===== config.mk =====
export PLATFORM = sky130hd
export DESIGN_NAME = lmbs_ram
export DESIGN_NICKNAME = d
export VERILOG_FILES = /design/src/design/lmbs_ram.sv
export SDC_FILE = /design/constraint.sdc
export NUM_CORES = 2
export LEC_CHECK = 0
export ABC_AREA = 0
export BUFFER_PORTS_ARGS = -buffer_cell sky130_fd_sc_hd__buf_4
export CAP_MARGIN = 20
export CORE_AREA = 2 2 519 521
export CTS_CLUSTER_DIAMETER = 50
export DETAILED_ROUTE_END_ITERATION = 10
export DIE_AREA = 0 0 521 523
export GPL_TIMING_DRIVEN = 0
export PLACE_DENSITY = 0.5
export SLEW_MARGIN = 20
export SYNTH_ARGS = -nofsm -noshare
export SYNTH_HDL_FRONTEND = slang
export SYNTH_SLANG_ARGS = --single-unit

===== constraint.sdc =====
create_clock -name clk -period 5.93 [get_ports clk]
set_input_delay 0.593 -clock clk [delete_from_list [all_inputs] [get_ports clk]]
set_output_delay 0.593 -clock clk [all_outputs]
set_load 0.02 [all_outputs]

===== src/design/lmbs_ram.sv =====
// Generic single-write, single-read RAM with registered read data.
`timescale 1ns / 1ps
`default_nettype none
module lmbs_ram #(
  parameter int WIDTH = 8,
  parameter int DEPTH = 256
) (
  input  wire logic                     clk,
  input  wire logic                     we,
  input  wire logic [$clog2(DEPTH)-1:0] waddr,
  input  wire logic [WIDTH-1:0]         wdata,
  input  wire logic                     re,
  input  wire logic [$clog2(DEPTH)-1:0] raddr,
  output logic      [WIDTH-1:0]         rdata
);

  logic [WIDTH-1:0] mem [DEPTH];

  always_ff @(posedge clk) begin
    if (we) begin
      mem[waddr] <= wdata;
    end
    if (re) begin
      rdata <= mem[raddr];
    end
  end

endmodule
`default_nettype wire


==> results.json <==
{
  "outcome": "completed",
  "worstPathArrival_ps": 4920,
  "hold_removal_path_class": "in -> reg",
  "rows": 190,
  "setup_total_negative_slack_ps": 0,
  "power_density_normalized_to_cell_area_nw_per_um2": 340,
  "drv_cap": 0,
  "boundaryPins": 35,
  "hold-worst-slack_ps": 89.5,
  "cp.depth": 9,
  "drtIter0Drc": 5378,
  "critical_path.n_buffers_inverters": 4,
  "die-height_um": 523,
  "max-clock-path-buffers": 3,
  "finalWeightedCongestion": 0.915,
  "crit_fanout": 12,
  "finClkSkew_ps": 61.9,
  "grt-ovfl-total": 0,
  "max-slew-margin-rel_pct": 6.38,
  "cts.hold.buffers_added": 1,
  "place_hpwl_um": 178000,
  "groute.usage.overall_pct": 18.9,
  "worstHoldPathCells": 1,
  "core_area_um2": 267000,
  "grt_first_pass_wirelength_um": 350000,
  "grt_max_degree": 121,
  "synth_most_common_cell": "sky130_fd_sc_hd__edfxtp_1",
  "cpLargestDelayFamily": "compound AO/OA/AOI/OAI gates",
  "vdd_drop_max_uv": 263,
  "synthesis.instances": 3733,
  "ant_nets": 0,
  "final_core_util_pct": 34.8,
  "grt_setup_unrepaired": "false",
  "synthDistinctLibCells": 54,
  "cts_num_sinks": 2056,
  "antenna_found_initial": 19,
  "synth-edff-count": 2056,
  "crit_path_top_delay_cell": "sky130_fd_sc_hd__a221oi_1",
  "post_dp_cell_area_um2": 85600,
  "remaining_drc_errors": 0,
  "cts_tree": "yes",
  "synth-seq-cells": 2056,
  "vias_in_the_first_global_route": 40814,
  "die_w_um": 521,
  "synth_top_cells_by_count": "sky130_fd_sc_hd__edfxtp_1, sky130_fd_sc_hd__mux4_2, sky130_fd_sc_hd__nor2_1",
  "final_max_slew_viol_count": 0,
  "mappedNetlistNets": 3760,
  "floorplan.die_area_um2": 272000,
  "slew_at_the_pin_closest_to_its_max_slew_limit_ps": 1400,
  "clock_pin_slew_on_the_worst_setup_and_hold_paths_ps": 60,
  "stdcell_count": 7783,
  "vias": 41184,
  "area_leader_netlist": "sky130_fd_sc_hd__edfxtp_1",
  "synth.yosys.warnings": 0,
  "synth_seq_area_share_pct": 77.5,
  "worst_setup_path_class": "in -> reg",
  "ff2ff_path_depth": 6,
  "power.leakage_nw": 28.3,
  "worstPathRequired_ps": 6480,
  "area_growth_pct": 16.6,
  "synth_top_cell_area_share_pct": 77.5,
  "finalSetupViolCount": 0,
  "wl_per_cell_um": 33.6,
  "netlist_top_cells_area": "sky130_fd_sc_hd__edfxtp_1, sky130_fd_sc_hd__mux4_2, sky130_fd_sc_hd__mux2i_1",
  "post_route_cells_drive_above_1_share_pct": 24.2,
  "asyncSetResetFlopFracSynth_pct": 0,
  "final_design_area_no_fill_um2": 92900,
  "cts_made_buffers": 227,
  "syn_area_um2": 79600,
  "final_nets": 4064,
  "cts.repair_timing.setup_buffer_count": 0,
  "final_hold_viol_count": 0,
  "slowest_delay_ps": 1160,
  "vias_per_cell": 5.29,
  "period_share_pct": 73.8,
  "postRouteWirelength_um": 262000,
  "detailedRoute.firstPassIterationCount": 8,
  "max_freq_mhz": 228,
  "dpl.cell_count": 7357,
  "worstPathCellList": "buf_2, buf_4, buf_4, clkbuf_1, mux4_2, a221oi_1, o32ai_1, nor3_1, nor4_2",
  "clockRootBuffer": "sky130_fd_sc_hd__clkbuf_16",
  "timing.critical_path.mode_cell": "sky130_fd_sc_hd__buf_4",
  "clock_insertion_delay_worst_skew_ps": 890,
  "post_cts_resized": 0,
  "yosys_most_used_dff": "sky130_fd_sc_hd__edfxtp_1",
  "portBuffers": 27,
  "time_the_worst_path_needs_with_i_o_delays_and_setup_ps": 4380,
  "cts_max_level": 4,
  "synthesis.area_per_instance_um2": 21.3,
  "kind_of_end_point_of_the_critical_path": "flip-flop",
  "timing.critical_path.from_type": "input pin",
  "initial_utilization_pct": 29.8
}
-- flip-flops by register name, summed over array words and instances, names as in the netlist --
signal,count
rdata,8
mem,2048
-- through the flow --
step                worst slack (ps)  total power, mW
finish                          1550             31.6
global route                    1760             32.4
CTS                             1740             31.8
detailed placement               786             18.1
global placement                -580             18.1
floorplan                       3260             17.1
-- layout make-up --
class                   count  area [um^2]
clock inverters           151         1440
inverters                   2         7.51
clock buffers             263         5820
flip-flops and latches   2056        61700
diodes                      9         22.5
repair buffers             75         1350
plain buffers             233         1510
fillers                 24844       174000
multi-input cells        1442        16500
well taps                3552         4440
-- report_power, final --
| part | total [mW] | leakage (nW) | switching, mW | internal [mW] |
|---|---|---|---|---|
| Sequential | 16.0 | 18.5 | 0.00857 | 16.0 |
| Clock | 13.7 | 3.50 | 6.00 | 7.72 |
| Combinational | 1.82 | 6.31 | 1.26 | 0.556 |
-- cells by family after synthesis --
family | count (synthesis) | synth area share, %
AND/OR/NAND/NOR | 466 | 2.63
buffers and inverters | 235 | 1.83
multiplexers | 591 | 14.6
flip-flops | 2056 | 77.5
AO/OA/AOI/OAI | 385 | 3.42
-- metal layers --
layer  track usage, %  up-vias  share of wire, %
met1             25.4    22440                41
li1                 -    16389                 -
met2             30.0     1928                47
met4             7.03        0               3.8
met3             4.15      427               8.3
met5                0        -                 0
-- path summary, 6_finish.rpt --
kind                               from                     to  slack (ps)
hold reg to reg   mem[201][7]$_DFFE_PP_     rdata[7]$_DFFE_PP_        1630
setup / recovery               raddr[1]     rdata[3]$_DFFE_PP_        1550
hold / removal                 wdata[5]  mem[106][5]$_DFFE_PP_          90
setup reg to reg   mem[82][3]$_DFFE_PP_     rdata[3]$_DFFE_PP_        2160
-- layout by cell type (no fill, tap or decap), types with 9 or more instances in the layout --
| cell type | count |
|---|---|
| sky130_fd_sc_hd__a211oi_1 | 14 |
| sky130_fd_sc_hd__a21oi_1 | 96 |
| sky130_fd_sc_hd__a221oi_1 | 13 |
| sky130_fd_sc_hd__a22oi_1 | 133 |
| sky130_fd_sc_hd__buf_1 | 11 |
| sky130_fd_sc_hd__buf_12 | 14 |
| sky130_fd_sc_hd__buf_16 | 32 |
| sky130_fd_sc_hd__buf_2 | 43 |
| sky130_fd_sc_hd__buf_4 | 51 |
| sky130_fd_sc_hd__buf_6 | 22 |
| sky130_fd_sc_hd__buf_8 | 22 |
| sky130_fd_sc_hd__bufinv_16 | 15 |
| sky130_fd_sc_hd__clkbuf_1 | 113 |
| sky130_fd_sc_hd__clkbuf_16 | 227 |
| sky130_fd_sc_hd__clkbuf_2 | 34 |
| sky130_fd_sc_hd__clkinv_1 | 64 |
| sky130_fd_sc_hd__clkinv_2 | 30 |
| sky130_fd_sc_hd__clkinvlp_4 | 9 |
| sky130_fd_sc_hd__diode_2 | 9 |
| sky130_fd_sc_hd__edfxtp_1 | 2056 |
| sky130_fd_sc_hd__inv_6 | 10 |
| sky130_fd_sc_hd__mux2i_1 | 134 |
| sky130_fd_sc_hd__mux4_2 | 454 |
| sky130_fd_sc_hd__nand2_1 | 33 |
| sky130_fd_sc_hd__nand3_1 | 34 |
| sky130_fd_sc_hd__nand4_1 | 10 |
| sky130_fd_sc_hd__nor2_1 | 277 |
| sky130_fd_sc_hd__nor2b_1 | 31 |
| sky130_fd_sc_hd__nor3_1 | 22 |
| sky130_fd_sc_hd__nor4_1 | 12 |
| sky130_fd_sc_hd__nor4_2 | 15 |
| sky130_fd_sc_hd__o211ai_1 | 10 |
| sky130_fd_sc_hd__o21ai_0 | 10 |
| sky130_fd_sc_hd__o221ai_1 | 46 |
| sky130_fd_sc_hd__o22ai_1 | 28 |
Power figures use the tool's default switching activity.
